**src/rtl/ccs_pkg.sv**
```systemverilog
// Shared types, mode and command codes, and the month day-limit function.
package ccs_pkg;

  // Mode codes
  localparam logic [2:0] MODE_MENU      = 3'd0;
  localparam logic [2:0] MODE_TIME_SHOW = 3'd1;
  localparam logic [2:0] MODE_TIME_EDIT = 3'd2;
  localparam logic [2:0] MODE_DATE_SHOW = 3'd3;
  localparam logic [2:0] MODE_DATE_EDIT = 3'd4;
  localparam logic [2:0] MODE_STOPWATCH = 3'd5;

  // Command digit codes (byte minus ASCII '0')
  localparam logic [2:0] CMD_MENU = 3'd0;
  localparam logic [2:0] CMD_ONE  = 3'd1;
  localparam logic [2:0] CMD_TWO  = 3'd2;
  localparam logic [2:0] CMD_THREE = 3'd3;
  localparam logic [2:0] CMD_FOUR = 3'd4;
  localparam logic [2:0] CMD_FIVE = 3'd5;
  localparam logic [2:0] CMD_SIX  = 3'd6;

  localparam logic [7:0] ASCII_ZERO = 8'd48;
  localparam logic [7:0] ASCII_SIX  = 8'd54;

  // Reset values
  localparam logic [3:0]  RST_HOUR  = 4'd2;
  localparam logic [4:0]  RST_DAY   = 5'd17;
  localparam logic [3:0]  RST_MONTH = 4'd4;
  localparam logic [15:0] RST_YEAR  = 16'd2024;

  typedef struct packed {
    logic [2:0]  mode;
    logic [3:0]  hours;
    logic [5:0]  minutes;
    logic [5:0]  seconds;
    logic [4:0]  day;
    logic [3:0]  month;
    logic [15:0] year;
    logic [7:0]  sw_minutes;
    logic [5:0]  sw_seconds;
    logic        sw_running;
  } ccs_state_t;

  // Last valid day of a month: Feb 29, long months 31, others 30
  function automatic logic [4:0] day_limit(input logic [3:0] m);
    logic [4:0] lim;
    case (m)
      4'd2:  lim = 5'd29;
      4'd1, 4'd3, 4'd5, 4'd7, 4'd8, 4'd10, 4'd12: lim = 5'd31;
      default: lim = 5'd30;
    endcase
    return lim;
  endfunction

endpackage

```
**src/rtl/ccs_update.sv**
```systemverilog
// Next-state logic: tick rollover, menu selection, time/date edit, stopwatch commands.
module ccs_update (
  input  ccs_pkg::ccs_state_t cur,
  input  logic                is_command,
  input  logic [7:0]          command_byte,
  output ccs_pkg::ccs_state_t nxt
);
  import ccs_pkg::*;

  logic       cmd_ok;
  logic [2:0] cmd;
  logic [4:0] lim;
  logic [7:0] cmd_off;

  assign cmd_ok  = (command_byte >= ASCII_ZERO) && (command_byte <= ASCII_SIX);
  assign cmd_off = command_byte - ASCII_ZERO;
  assign cmd     = cmd_off[2:0];
  assign lim     = day_limit(cur.month);

  always_comb begin
    nxt = cur;
    if (!is_command) begin
      // one-second tick: clock always, stopwatch when running
      if (cur.seconds >= 6'd59) begin
        nxt.seconds = '0;
        if (cur.minutes >= 6'd59) begin
          nxt.minutes = '0;
          nxt.hours   = (cur.hours >= 4'd12) ? 4'd1 : cur.hours + 4'd1;
        end else begin
          nxt.minutes = cur.minutes + 6'd1;
        end
      end else begin
        nxt.seconds = cur.seconds + 6'd1;
      end
      if (cur.sw_running) begin
        if (cur.sw_seconds >= 6'd59) begin
          nxt.sw_seconds = '0;
          nxt.sw_minutes = cur.sw_minutes + 8'd1;
        end else begin
          nxt.sw_seconds = cur.sw_seconds + 6'd1;
        end
      end
    end else if (cmd_ok) begin
      if (cmd == CMD_MENU) begin
        nxt.mode = MODE_MENU;
      end else begin
        case (cur.mode)
          MODE_TIME_SHOW, MODE_DATE_SHOW: begin
          end
          MODE_TIME_EDIT: begin
            case (cmd)
              CMD_ONE:   nxt.hours = (cur.hours >= 4'd12) ? 4'd1 : cur.hours + 4'd1;
              CMD_TWO:   nxt.hours = (cur.hours <= 4'd1) ? 4'd12 : cur.hours - 4'd1;
              CMD_THREE: nxt.minutes = (cur.minutes >= 6'd59) ? 6'd0 : cur.minutes + 6'd1;
              CMD_FOUR:  nxt.minutes = (cur.minutes == 6'd0) ? 6'd59 : cur.minutes - 6'd1;
              default: ;
            endcase
          end
          MODE_DATE_EDIT: begin
            case (cmd)
              CMD_ONE:   nxt.day = (cur.day >= lim) ? 5'd1 : cur.day + 5'd1;
              CMD_TWO:   nxt.day = (cur.day <= 5'd1) ? lim : cur.day - 5'd1;
              CMD_THREE: nxt.month = (cur.month >= 4'd12) ? 4'd1 : cur.month + 4'd1;
              CMD_FOUR:  nxt.month = (cur.month <= 4'd1) ? 4'd12 : cur.month - 4'd1;
              CMD_FIVE:  nxt.year = cur.year + 16'd1;
              CMD_SIX:   nxt.year = cur.year - 16'd1;
              default: ;
            endcase
          end
          MODE_STOPWATCH: begin
            case (cmd)
              CMD_ONE: nxt.sw_running = 1'b1;
              CMD_TWO: nxt.sw_running = 1'b0;
              CMD_THREE: begin
                nxt.sw_running = 1'b0;
                nxt.sw_seconds = '0;
                nxt.sw_minutes = '0;
              end
              default: ;
            endcase
          end
          default: begin
            // menu (and unused codes): digits 1..5 pick a mode
            if (cmd <= CMD_FIVE) nxt.mode = cmd;
          end
        endcase
      end
    end
  end

endmodule

```
**src/rtl/clock_calendar_stopwatch_controller.sv**
```systemverilog
// Top level: input register, state/result register, and output handshake.
// An item passes through the input register, then the state register that drives the outputs.
// Throughput: one item per cycle while the result is not stalled; the state register doubles as the result register.
// The next state comes from one pass through the update logic in ccs_update.
// Reset (synchronous, rst high): menu mode, 02:00:00, day 17 month 4 year 2024,
// stopwatch 00:00 stopped, both channels empty.
module clock_calendar_stopwatch_controller (
  input  logic        clk,
  input  logic        rst,
  input  logic        in_valid,
  output logic        in_ready,
  input  logic        is_command,
  input  logic [7:0]  command_byte,
  output logic        out_valid,
  input  logic        out_ready,
  output logic [2:0]  mode,
  output logic [3:0]  hours,
  output logic [5:0]  minutes,
  output logic [5:0]  seconds,
  output logic [4:0]  day,
  output logic [3:0]  month,
  output logic [15:0] year,
  output logic [7:0]  sw_minutes,
  output logic [5:0]  sw_seconds,
  output logic        sw_running
);
  import ccs_pkg::*;

  logic       in_full;
  logic       in_cmd;
  logic [7:0] in_byte;
  logic       advance;
  ccs_state_t state;
  ccs_state_t state_next;

  // Item moves into the state when the result slot is free or being drained
  assign advance  = in_full && (!out_valid || out_ready);
  assign in_ready = !in_full || advance;

  // Input register
  always_ff @(posedge clk) begin
    if (rst) begin
      in_full <= 1'b0;
    end else if (in_valid && in_ready) begin
      in_full <= 1'b1;
    end else if (advance) begin
      in_full <= 1'b0;
    end
    if (in_valid && in_ready) begin
      in_cmd  <= is_command;
      in_byte <= command_byte;
    end
  end

  ccs_update u_update (
    .cur          (state),
    .is_command   (in_cmd),
    .command_byte (in_byte),
    .nxt          (state_next)
  );

  // State register, which is also the result register
  always_ff @(posedge clk) begin
    if (rst) begin
      state.mode       <= MODE_MENU;
      state.hours      <= RST_HOUR;
      state.minutes    <= '0;
      state.seconds    <= '0;
      state.day        <= RST_DAY;
      state.month      <= RST_MONTH;
      state.year       <= RST_YEAR;
      state.sw_minutes <= '0;
      state.sw_seconds <= '0;
      state.sw_running <= 1'b0;
      out_valid        <= 1'b0;
    end else begin
      if (advance) begin
        state <= state_next;
      end
      if (advance) begin
        out_valid <= 1'b1;
      end else if (out_ready) begin
        out_valid <= 1'b0;
      end
    end
  end

  assign mode       = state.mode;
  assign hours      = state.hours;
  assign minutes    = state.minutes;
  assign seconds    = state.seconds;
  assign day        = state.day;
  assign month      = state.month;
  assign year       = state.year;
  assign sw_minutes = state.sw_minutes;
  assign sw_seconds = state.sw_seconds;
  assign sw_running = state.sw_running;

`ifndef ASSERT_OFF
  // Mode never leaves the defined set
  a_mode_range: assert property (@(posedge clk) disable iff (rst)
    state.mode <= MODE_STOPWATCH)
    else $error("mode out of range");

  // Hours stay on the twelve-hour dial
  a_hour_range: assert property (@(posedge clk) disable iff (rst)
    (state.hours >= 4'd1) && (state.hours <= 4'd12))
    else $error("hours out of range");

  // A held result keeps the state frozen
  a_hold_state: assert property (@(posedge clk) disable iff (rst)
    out_valid && !out_ready |=> $stable(state))
    else $error("state changed while result stalled");

  // Stopwatch counts only while running
  a_sw_stopped: assert property (@(posedge clk) disable iff (rst)
    advance && !in_cmd && !state.sw_running |=>
      $stable(state.sw_seconds) && $stable(state.sw_minutes))
    else $error("stopwatch moved while stopped");
`endif

endmodule

```
**config.mk**
```make
export PLATFORM = sky130hd
export DESIGN_NAME = clock_calendar_stopwatch_controller
export DESIGN_NICKNAME = d
export VERILOG_FILES = /design/src/rtl/ccs_pkg.sv /design/src/rtl/ccs_update.sv /design/src/rtl/clock_calendar_stopwatch_controller.sv
export SDC_FILE = /design/constraint.sdc
export NUM_CORES = 1
export LEC_CHECK = 0
export ABC_AREA = 1
export BUFFER_PORTS_ARGS = -buffer_cell sky130_fd_sc_hd__buf_4
export CAP_MARGIN = 0
export CORE_MARGIN = 5
export CORE_UTILIZATION = 52
export DETAILED_ROUTE_END_ITERATION = 12
export PLACE_DENSITY = 0.8
export SKIP_CTS_REPAIR_TIMING = 1
export SYNTH_ARGS = -nofsm -noshare
export SYNTH_HDL_FRONTEND = slang
export SYNTH_SLANG_ARGS = --single-unit
```
**constraint.sdc**
```tcl
create_clock -name clk -period 2.62 [get_ports clk]
set_input_delay 0 -clock clk [delete_from_list [all_inputs] [get_ports clk]]
set_output_delay 0 -clock clk [all_outputs]
set_load 0.05 [all_outputs]
```
Word level (Yosys, flattened, before mapping) --
Memory sizes are Yosys's and may differ from the RTL's. A register that Yosys moved wholly into a read port is not among the register bits. Index checks and enable logic that the tools add are counted.
Word-level totals: memories 1, input bits 13, flip-flop bits (word level) 70, ROM bits 32, output and inout bits 61
Memories:
- (name not given) | depth 16, width 2, read ports 1, clocked after Yosys merged registers in 1, wr ports 0, RTL line ccs_pkg.sv:46 | case (m)
Cells by class: $lt $le $gt $ge 12, reductions and logical operators 32, muxes and demuxes 38, bitwise operators 2, add/subtract/negate cells 14, eq/ne operators 19
Operators by type and width (number):
- $mux W10 | 5
- $mux W15 | 3
- $mux W14 | 3
- $reduce_and A6 Y1 | 6
- $pmux W16 S2 | 1
- $mux W4 | 7
- $mux W6 | 4
- $reduce_bool A2 Y1 | 11
- $add A6 B1 Y6 const B | 3
- $ge A6 B6 Y1 const B | 3
- $add A16 B1 Y16 const B | 1
- $pmux W4 S2 | 2
- $sub A16 B1 Y16 const B | 1
- $eq A3 B3 Y1 const B | 5
- $reduce_and A7 Y1 | 2
- $eq A3 B2 Y1 const B | 4
- $pmux W6 S2 | 1
- $mux W5 | 2
- $ne A2 B1 Y1 const B | 5
- $pmux W5 S2 | 1
- $mux W3 | 3
- $add A4 B1 Y4 const B | 2
- $add A8 B1 Y8 const B | 1
- $ge A4 B4 Y1 const B | 2
- 27 further kinds | 39

Depth between registers and ports, before layout --
Gate-level depths: netlist (run 1).
depth in word-level cells 8, mapped depth 16, mapped depth without buffers 15

Cells and area by module --
From an unflattened synthesis (run 1), not the netlist that was laid out.
Second synthesis, totals: cells, all modules 1024, area total of the unflattened synthesis 6070.8 um^2
By module, submodules not included:
- ccs_update | area an instance 3184.3 um^2, instances 1, seq. area each 0.0 um^2, cells each 641
- clock_calendar_stopwatch_controller | area an instance 2886.5 um^2, instances 1, seq. area each 1491.4 um^2, cells each 383

Worst setup path before layout (run 1) --
OpenSTA, ideal clock, no wires.
path kind register to register, start register in_byte[2], end register year[8] (netlist name), setup slack 357 ps, path buffers 1, cell stages (with the launch flop) 16, arrival time 2148 ps, clock period less this slack 2263 ps, cell sequence edfxtp_1 > buf_4 > nand2_1 > inv_1 > nand2_1 > inv_1 > ha_1 > a21oi_1 > nand2_1 > nand2_1 > nand2_1 > nand2_1 > nand2_1 > or2_2 > nand3_1 > nand2_1
On the way: word-level cells in the longest chain between the ends 4, elaborated cells between the ends (all ways) 11, classes of those cells add/sub (1); order compare (2); eq/ne (2); mux (1); bitwise (1); reduce/logical (4)
RTL lines:
- start: declaration | RTL line clock_calendar_stopwatch_controller.sv:31 | logic [7:0] in_byte;
- start signal: assignment | RTL line clock_calendar_stopwatch_controller.sv:51 | in_byte <= command_byte;
- $sub A3 B1 Y3 | RTL line ccs_update.sv:16 | assign cmd_off = command_byte - ASCII_ZERO;
- $eq A3 B3 Y1 / $logic_not A3 Y1 (equally long branches) | RTL line ccs_update.sv:60, ccs_update.sv:44
- $reduce_bool A2 Y1 (no source line) / $not A1 Y1 (equally long branches)
- $reduce_and A6 Y1 (no source line)
Several ways; a longest one is shown, not always the timed one. A chain may end at the register's enable or synchronous reset.

Worst setup path in the final report (run 1) --
start register in_byte[0], end register year[8] (netlist name)
On the way: word-level cells in the longest chain between the ends 4, elaborated cells between the ends (all ways) 11, classes of those cells add/sub (1); order compare (2); eq/ne (2); mux (1); bitwise (1); reduce/logical (4)
RTL lines (RTL line):
- $sub A3 B1 Y3 | ccs_update.sv:16
- $eq A3 B3 Y1 / $logic_not A3 Y1 (equally long branches) | ccs_update.sv:60, ccs_update.sv:44
- $reduce_bool A2 Y1 (no source line) / $not A1 Y1 (equally long branches)
- $reduce_and A6 Y1 (no source line)
Several ways; a longest one is shown, not always the timed one.

==> summary.md, run 1 <==
| Metric | Value |
|---|---|
| CP max FO | 9 |
| Post-synth EDFFs | 9 |
| Chip width | roughly 110 um |
| CP Capture Type | register |
| Max H-tree Level | 3 |
| Worst setup margin | between 0.2 and 0.25 ns |
| Largest family of logic cells by synthesized area | simple AND/OR/NAND/NOR gates |
| Deepest clock path buffer count | 2 |
| Initial core utilization | 53.6% |
| Most common cell in the netlist | nand2_1 |
| Clock Skews | around 0.013 ns |
| Mapped cell area | 4720 um^2 |
| CTS tree | built |
| Comb pwr share | between 10 and 15% |
| Worst EP required | 2.86 ns |
| Fin nets | around 800 |
| Power per cell area | around 420 nW/um^2 |
| R2R cell count | 13 |
| Worst Hold Depth | 4 |
| Clock network latency to the later pin of the worst-skew pair | ~0.35 ns |
| Area of the core | between 8000 and 9000 um^2 |
| Final Hold Viols | 0 |
| Root buffer cell | clkbuf_8 |
| WL per Instance | ~14 um |
| Synth Register Bits | 72 |
| Syn nets | 732 |
| Port buffer count | 73 |
| Worst min path class | primary input to register |
| Die area | around 11000 um^2 |
| Yosys Warn Count | 0 |
| Int Pwr | 0.00184 W |
| Initial antenna violation count | 0 |
| Pleak | around 2.7 nW |
| Synth area leaders | dfxtp_1 (27%), nand2_1 (12%), ha_1 (7.9%) |
| Most common library cells after synthesis | nand2_1 (152), inv_1 (82), nor2_1 (68), a21oi_1 (67), dfxtp_1 (63) |
| Slew Viols, Final | 0 |
| Fill count | 757 |
| Netlist cell types | between 40 and 50 |
| First-pass GRT wire length | about 20000 um |
| Ratio of cells with drive above 1 in the final layout | between 15 and 20% |
| Area of the multi-input gates | 2800 um^2 |
| Synth-to-Final Area Change | 21.5% |
| Asr flop ratio synth | 0% |
| Post-DR vias/cell | about 5.4 |
| Worst Max-Slew Pin Slew | between 0.6 and 0.7 ns |
| Detail Route Antenna Nets | 0 |
| Register area share after synthesis | between 30% and 40% |
| WHS | about 0.012 ns |
| Via count | 4840 |
| DR pass1 iterations | 5 |
| Endpoints failing setup | 0 |
| Reg area | 1530 um^2 |
| Detailed placement HPWL | around 9000 um |
| Post-synthesis adder-cell area fraction | approximately 8.4% |
| Syn Inst Count | just under 700 |
| Sequential power share | about 47% |
| Final wirelength | 12000 um |
| # clock sinks | between 70 and 80 |
| Vias in the first global route | ~4400 |
| Total negative setup slack | 0 ns |
| Initial DRC count | slightly above 300 |
| Post-synth top area cell | dfxtp_1 |
| Switch share | approximately 24% |
| Slew headroom | a little under three fifths |
| Core Rows | 34 |
| Setup CP Type | register to register |
| Type of origin of the critical path | register |
| Status | completed |
| # diodes | 0 |
| TritonCTS Buffers | 9 |
| I/O pin cnt | between 70 and 80 |
| Mux cell area share after synthesis | 0% |
| Compound-cell area share of the yosys netlist | roughly 17% |
| Crit path DAT | roughly 2.6 ns |
| FMAX | around 420 MHz |
| DRC violations left | 0 |
| Die Ht | ~110 um |
| Clock network power share | between 40 and 50% |
| Synth top area share | between 20% and 30% |
| RSZ-0062 raised after global routing | false |
| Period utilisation layout | between 90% and 100% |
| Reg clk slew, reported paths | roughly 0.08 ns |
| Fin cells | between 800 and 900 |
| Max VDD drop | ~0.00027 V |
| Global Route Usage Sum | 21.7% |
| Post-synthesis xor/xnor area fraction | under 10% |
| Primary FF master, synth | dfxtp_1 |
| Max_cap viols | 0 |
| Net load switching power | ~0.00060 W |
| GP Congestion | between 0.9 and 1 |
| Grt total ovfl | 0 |
| Largest net degree at the start of global routing | 28 |
| Pwr Total | about 0.0024 W |
| Final min period | approximately 2.4 ns |
| Simple-gate share of the synthesized area | between 20% and 30% |
| # placed instances | approximately 860 |
| Mean Syn Cell Area | about 7 um^2 |
| Pre-CTS WS | between 0.15 and 0.2 ns |
-- registers in the layout, indices dropped and copies added, names as in the netlist, 2 cells and up --
register      count
day               5
u_update.lim      2
sw_seconds        6
hours             4
in_byte           8
month             4
sw_minutes        8
minutes           6
mode              3
seconds           6
year             16
-- per-stage QoR --
stage / cell area, um^2 / utilization [%]
floorplan: 4720 / -
global placement: 5400 / 61.3
detailed placement: 5400 / 61.3
CTS: 5640 / 64.0
global route: 5740 / 65.1
finish: 5740 / 65.1
-- critical path, stage by stage (launching register included) --
cell	delay [ns]
edfxtp_1	0.49
inv_1	0.13
nand2_1	0.13
inv_2	0.19
ha_1	0.29
a21oi_1	0.19
nand2_1	0.13
nand2_1	0.08
nand2_1	0.11
nand2_1	0.09
nand2_1	0.05
or2_2	0.27
nand3_1	0.07
nand2_1	0.05
-- power by group through the flow --
stage	clock, W	combinational, W	sequential, W
after floorplan	0	0.000155	0.00118
final	0.00104	0.000252	0.00114
after global placement	0	0.000230	0.00117
after global routing	0.00112	0.000281	0.00114
after CTS	0.00106	0.000237	0.00114
after detailed placement	0	0.000235	0.00117
-- path summary, 6_finish.rpt --
| kind | slack [ns] | start | end |
|---|---|---|---|
| worst max-delay path | 0.25 | in_byte[0] | year[8] |
| worst min-delay path | 0.01 | out_ready | out_valid |
| worst max register to register | 0.25 | in_byte[0] | year[8] |
| worst min register to register | 0.48 | sw_seconds[5] | sw_seconds[5] |
-- logic make-up after synthesis --
kind of cell | after synthesis
AOI/OAI and AO/OA | 143
xor gates and xnor gates | 23
adders and majority gates | 31
buffers and inverters | 99
DFF | 72
and+or+nand+nor | 320
-- placed cells by master (no fill, tap or decap), drive strengths merged --
master	Yosys	final
nor3	17	17
and3	1	1
edfxtp	9	9
fa	1	1
xnor2	8	8
a21boi	1	1
a211oi	4	4
o211ai	5	5
o31ai	1	1
nor3b	2	2
o21a	4	4
a21o	1	1
ha	30	30
dfxtp	63	63
clkbuf	7	12
a2bb2oi	1	1
inv	85	85
a21oi	68	68
dlygate4sd3	0	10
bufinv	0	2
xor2	15	15
nand3b	3	3
buf	7	81
o2111ai	1	1
or2	7	7
clkinv	0	2
nand3	54	54
and2	1	1
o21ai	52	52
a31oi	2	2
a31o	1	1
o21bai	2	2
nor2	72	72
nand2	153	153
nand4	10	10
-- per-layer routing --
metal	part of all wire (%)	track usage, %
met1	45	28.1
met4	2.0	7.22
met3	6.0	4.52
met5	0	0
met2	47	35.9
-- area by class of cell --
cell class                 instances  share of cell area (%)
multi-input combinational        517                    48.9
sequential                        72                    26.7
timing repair buffer              91                    12.3
inverter                          85                    5.56
clock buffer                      12                    2.90
tap                              108                    2.36
clock inverter                     4                    1.29
No activity file was read; power rests on OpenSTA's default activity.
==> inputs of run 2 (changes only) <==
MAX_ROUTING_LAYER = met4   (was default)
==> run 2 against run 1 <==
Worst setup slack got worse by 0.061 ns. Count of clock-buffer cells in the layout fell by 3. Utilization is 0.33 points higher. Maximum frequency decreased by 2.5%. Critical path type unchanged. Clock power up 6%. Global-route usage up 0.56 points. Wire length rose by 0.57%. First-iteration DRC count grew 2.0%. Clock skew fell by 0.0046 ns. Largest power group unchanged.
==> summary.md, run 2 (synthesis results as in run 1) <==
| Metric | Value |
|---|---|
| Worst Hold Depth | 2 (-2) |
| Vias in the first global route | 4454 (+1.0%) |
| Chip width | 105 um (unchanged) |
| Max VDD drop | 0.000344 V (+26%) |
| Reg clk slew, reported paths | 0.08 ns (about the same) |
| Most frequent cells in the layout | nand2_1 (151), buf_4 (82), inv_1 (81), nor2_1 (68), a21oi_1 (67) |
| Pre-CTS WS | 0.168 ns (+0.0132 ns) |
| Largest registers | year x16, in_byte x8, sw_minutes x8 |
| TritonCTS Buffers | 9 (unchanged) |
| Net load switching power | 0.000635 W (+6.6%) |
| Core Rows | 34 (unchanged) |
| I/O pin cnt | 74 (unchanged) |
| First-pass GRT wire length | 20200 um (-0.44%) |
| Die area | 11100 um^2 (unchanged) |
| Fin nets | 822 (+0.24%) |
| Post-DR vias/cell | 5.41 (-0.55%) |
| Area of the core | 8810 um^2 (unchanged) |
| Comb pwr share | 10.2% (about the same) |
| Reg-to-Reg End | year[14] |
| Worst EP required | 2.87 ns (about the same) |
| DRC violations left | 0 (unchanged) |
| Sequential power share | 45.9% (-1.0 points) |
| # placed instances | 863 (unchanged) |
| R2R cell count | 12 (-1) |
| R2r startpoint | in_byte[2] |
| Slew headroom | 60.3% (+4.0 points) |
| Max H-tree Level | 3 (unchanged) |
| Initial DRC count | 311 (+2.0%) |
| CP max FO | 7 (-2) |
| # diodes | 0 (unchanged) |
| Via count | 4824 (-0.33%) |
| CTS tree | built |
| Min-delay src | rst |
| # clock sinks | 72 (unchanged) |
| Final min period | 2.43 ns (+0.0606 ns) |
| Initial core utilization | 53.6% (unchanged) |
| Grt total ovfl | 0 (unchanged) |
| Max_cap viols | 0 (unchanged) |
| Worst setup margin | 0.188 ns (-0.0606 ns) |
| Worst min path class | primary input to register |
| Setup CP Type | register to register |
| Top reg by flops | year |
| Largest net degree at the start of global routing | 28 (unchanged) |
| Root buffer cell | clkbuf_8 |
| WHS | 0.0430 ns (+0.0306 ns) |
| Detailed placement HPWL | 8880 um (-0.86%) |
| R2r setup slk | 0.19 ns (-0.06 ns) |
| Pwr Total | 0.00249 W (+2.2%) |
| Type of origin of the critical path | register |
| Clock network power share | 44.0% (+1.2 points) |
| FMAX | 411 MHz (-2.5%) |
| Clock Skews | 0.00875 ns (-0.00462 ns) |
| Detail Route Antenna Nets | 0 (unchanged) |
| Port buffer count | 73 (unchanged) |
| Clock network latency to the later pin of the worst-skew pair | 0.35 ns (about the same) |
| Worst Max-Slew Pin Slew | 0.589 ns (-0.0596 ns) |
| CP Capture Type | register |
| Min-Delay Endpoint | year[15] |
| Period utilisation layout | 92.8% (+2.3 points) |
| GP Congestion | 0.950 (+1.6%) |
| Fin cells | 891 (+0.22%) |
| Initial antenna violation count | 0 (unchanged) |
| Pleak | 2.72 nW (+0.36%) |
| Int Pwr | 0.00186 W (+0.80%) |
| Max FFs per register | 16 (unchanged) |
| Final Hold Viols | 0 (unchanged) |
| Crit path DAT | 2.68 ns (+0.07 ns) |
| Final wirelength | 12100 um (+0.57%) |
| Switch share | 25.5% (+1.1 points) |
| Ratio of cells with drive above 1 in the final layout | 15.7% (+0.47 points) |
| Endpoints failing setup | 0 (unchanged) |
| Commonest non-fill, non-tap cell in the layout | nand2_1 |
| Deepest clock path buffer count | 2 (unchanged) |
| DR pass1 iterations | 5 (unchanged) |
| Global Route Usage Sum | 22.2% (+0.56 points) |
| Synth-to-Final Area Change | 22.1% |
| Status | completed |
| Slew Viols, Final | 0 (unchanged) |
| Power per cell area | 432 nW/um^2 (+1.7%) |
| WL per Instance | 13.6 um (+0.35%) |
| Die Ht | 105 um (unchanged) |
| Final core occ | 65.5% (+0.33 points) |
run 2: worst max path at each step:
stage / slack [ns] / startpoint / to / cells after the start
6_report: 0.19 / in_byte[2] / year[14] / 12
5_1_grt: -0.0001 / in_byte[0] / year[8] / 13
4_1_cts: 0.15 / in_byte[0] / year[8] / 13
3_5_place_dp: 0.17 / in_byte[0] / year[8] / 13
3_3_place_gp: 0.30 / in_byte[0] / year[8] / 13
2_1_floorplan: 0.36 / in_byte[2] / year[8] / 15
run 2: final cells by class:
type,instances,area (um^2)
Clock inverter,7,118
Clock buffer,9,124
Tap cell,108,135
Multi-Input combinational cell,517,2810
Fill cell,730,3040
Inverter,85,323
Timing Repair Buffer,93,726
Sequential cell,72,1530
run 2: per-layer routing:
layer / GRT usage [%] / wire, um / part of all wire, % / up-vias
met1: 28.4 / 5530 / 46 / 2189
met3: 3.97 / 727 / 6.0 / 17
met4: 8.81 / 214 / 1.8 / 0
li1: - / - / - / 2458
met2: 34.8 / 5630 / 47 / 160
met5: - / 0 / 0 / -
run 2: metrics by stage:
stage / TNS [ns] / area [um^2]
3_3_place_gp: 0 / 5400
5_1_grt: -0.000149 / 5770
4_1_cts: 0 / 5640
2_1_floorplan: 0 / 4720
6_report: 0 / 5770
3_5_place_dp: 0 / 5400
run 2: critical path: stages, from the launching register on:
cell and delay, ns:
edfxtp_1 0.39, nand2_1 0.14, inv_1 0.07, nand2_2 0.12, clkinvlp_4 0.19, buf_4 0.19
ha_1 0.33, a21oi_1 0.24, o21ai_0 0.14, a21oi_1 0.25, a21oi_1 0.12, nor2_1 0.11
nor2_1 0.04
run 2: power by group through the flow:
stage               Clock, W  Combinational [W]  Sequential (W)
global route         0.00117           0.000283         0.00115
global placement           0           0.000230         0.00117
floorplan                  0           0.000155         0.00118
finish               0.00110           0.000253         0.00114
detailed placement         0           0.000234         0.00117
CTS                  0.00111           0.000235         0.00114
==> inputs of run 3 (changes only) <==
SETUP_SLACK_MARGIN = 0.4   (was default)
==> run 3 against run 2 <==
The run now ends with negative hold slack left. Register-to-register slack improved by 0.23 ns. Non-clock buffer count fell by 1. Final cell count down 0.11%. Largest power group unchanged. Highest routed layer unchanged.
==> summary.md, run 3 (synthesis results as in run 1) <==
| Metric | Value |
|---|---|
| Via count | 4883 (+1.2%) |
| Most frequent CP cell | nand2_1 |
| Total negative setup slack | 0 ns (unchanged) |
| Commonest non-fill, non-tap cell in the layout | nand2_1 |
| Final wirelength | 12500 um (+3.1%) |
| Cell Chain, Critical Path | nand2_2 > inv_1 > nand2_4 > inv_8 > ha_1 > a21oi_1 > o21ai_0 > nand2_1 > nand3_1 > nand2_1 > nand2_1 > o21ai_0 > inv_1 |
| # clock sinks | 72 (unchanged) |
| Period utilisation layout | 84.0% (-8.8 points) |
| Global Route Usage Sum | 22.8% (+0.58 points) |
| Status | complete, but fails checks |
| WHS | -0.0168 ns (-0.0598 ns) |
| Worst min path class | primary input to register |
| Slew Viols, Final | 0 (unchanged) |
| Slew headroom | 58.9% (-1.4 points) |
| GP Congestion | 0.917 (-3.5%) |
| WL per Instance | 14.0 um (+3.2%) |
| Worst Hold Depth | 4 (+2) |
| Reg-to-Reg End | year[12] |
| Pleak | 2.68 nW (-1.4%) |
| Worst Max-Slew Pin Slew | 0.609 ns (+0.0208 ns) |
| Final Hold Viols | 1 (+1) |
| Max VDD drop | 0.000344 V (about the same) |
| Detailed placement HPWL | 9000 um (+1.3%) |
| FMAX | 454 MHz (+11%) |
| R2R cell count | 13 (+1) |
| Area of the core | 8810 um^2 (unchanged) |
| RSZ-0062 raised after global routing | true |
| # diodes | 0 (unchanged) |
| Die area | 11100 um^2 (unchanged) |
| Setup CP Type | register to register |
| CP Capture Type | register |
| Most frequent cells in the layout | nand2_1 (148), buf_4 (82), inv_1 (80), nor2_1 (67), a21oi_1 (66) |
| Max FFs per register | 16 (unchanged) |
| Final min period | 2.20 ns (-0.232 ns) |
| Clock network latency to the later pin of the worst-skew pair | 0.35 ns (about the same) |
| CP max FO | 14 (+7) |
| TritonCTS Buffers | 9 (unchanged) |
| CTS tree | built |
| Detail Route Antenna Nets | 0 (unchanged) |
| Initial core utilization | 53.6% (unchanged) |
| Grt total ovfl | 0 (unchanged) |
| Crit path DAT | 2.45 ns (-0.23 ns) |
| Min-delay src | out_ready |
| Root buffer cell | clkbuf_8 |
| Largest registers | year x16, in_byte x8, sw_minutes x8 |
| Power per cell area | 382 nW/um^2 (-12%) |
| Die Ht | 105 um (unchanged) |
| Deepest clock path buffer count | 2 (unchanged) |
| Fin nets | 821 (-0.12%) |
| Endpoints failing setup | 0 (unchanged) |
| Max H-tree Level | 3 (unchanged) |
| Worst EP required | 2.87 ns (about the same) |
| R2r startpoint | in_byte[2] |
| I/O pin cnt | 74 (unchanged) |
| Type of origin of the critical path | register |
| First-pass GRT wire length | 20900 um (+3.5%) |
| Chip width | 105 um (unchanged) |
| Top reg by flops | year |
| Vias in the first global route | 4651 (+4.4%) |
| Slowest-stage cell, CP | edfxtp_1 |
| Largest net degree at the start of global routing | 28 (unchanged) |
| Failing checks | negative hold slack |
| Max_cap viols | 0 (unchanged) |
| Initial antenna violation count | 0 (unchanged) |
| Initial DRC count | 278 (-11%) |
| Port buffer count | 73 (unchanged) |
| Core Rows | 34 (unchanged) |
| R2r setup slk | 0.42 ns (+0.23 ns) |
| Worst setup startpoint | in_byte[2] |
| Min-Delay Endpoint | out_valid |
| DR pass1 iterations | 5 (unchanged) |
| DRC violations left | 0 (unchanged) |
| Largest stage delay, worst path | 0.42 ns (+0.03 ns) |
| Post-DR vias/cell | 5.49 (+1.3%) |
| Synth-to-Final Area Change | 22.2% |
| Clock Skews | 0.0120 ns (+0.00324 ns) |
| Reg clk slew, reported paths | 0.08 ns (about the same) |
| Ratio of cells with drive above 1 in the final layout | 17.1% (+1.4 points) |
-- run 3: worst max-delay path by stage --
stage	to	slack, ns	cells after the start
3_3_place_gp	year[8]	0.31	13
4_1_cts	year[8]	0.19	13
6_report	year[12]	0.42	13
2_1_floorplan	year[8]	0.44	15
3_5_place_dp	year[8]	0.21	13
5_1_grt	year[13]	0.31	15
-- run 3: report_power, final --
part	internal, W	leakage, nW	total (W)	switching (W)
registers	0.00113	0.597	0.00114	0.0000129
clock network	0.000341	0.0753	0.000795	0.000454
logic	0.0000979	2.00	0.000267	0.000169
-- run 3: per-layer routing --
layer | vias to the layer above | share of wire (%) | track usage (%)
met2 | 185 | 48 | 36.7
met5 | - | 0 | -
met4 | 0 | 1.6 | 7.40
li1 | 2462 | - | -
met1 | 2218 | 45 | 28.9
met3 | 18 | 6.1 | 4.28
-- run 3: area by class of cell --
type                       instances  area [um^2]
clock buffer                       9          124
multi-input combinational        517         2890
fill                             733         3030
inverter                          85          327
timing repair buffer              92          716
clock inverter                     7         47.5
sequential                        72         1530
tap                              108          135
-- run 3: metrics by stage --
step                      util (%)  cell area [um^2]  std cells  power, W  worst slack [ns]
after detailed placement      61.0              5370        860   0.00140             0.210
after floorplan                  -              4720        688   0.00134             0.444
after CTS                     63.0              5550        876   0.00218             0.189
final                         65.6              5770        890   0.00221             0.420
after global placement        61.0              5370        860   0.00139             0.308
after global routing          65.6              5770        890   0.00230             0.305
-- run 3: worst max-delay path, delay by kind of cell (launching register included) --
kind	cells	cell delay, ns
compound gates	3	0.57
fa+ha+maj	1	0.34
flops	1	0.42
simple gates	6	0.56
buf+inv	3	0.20
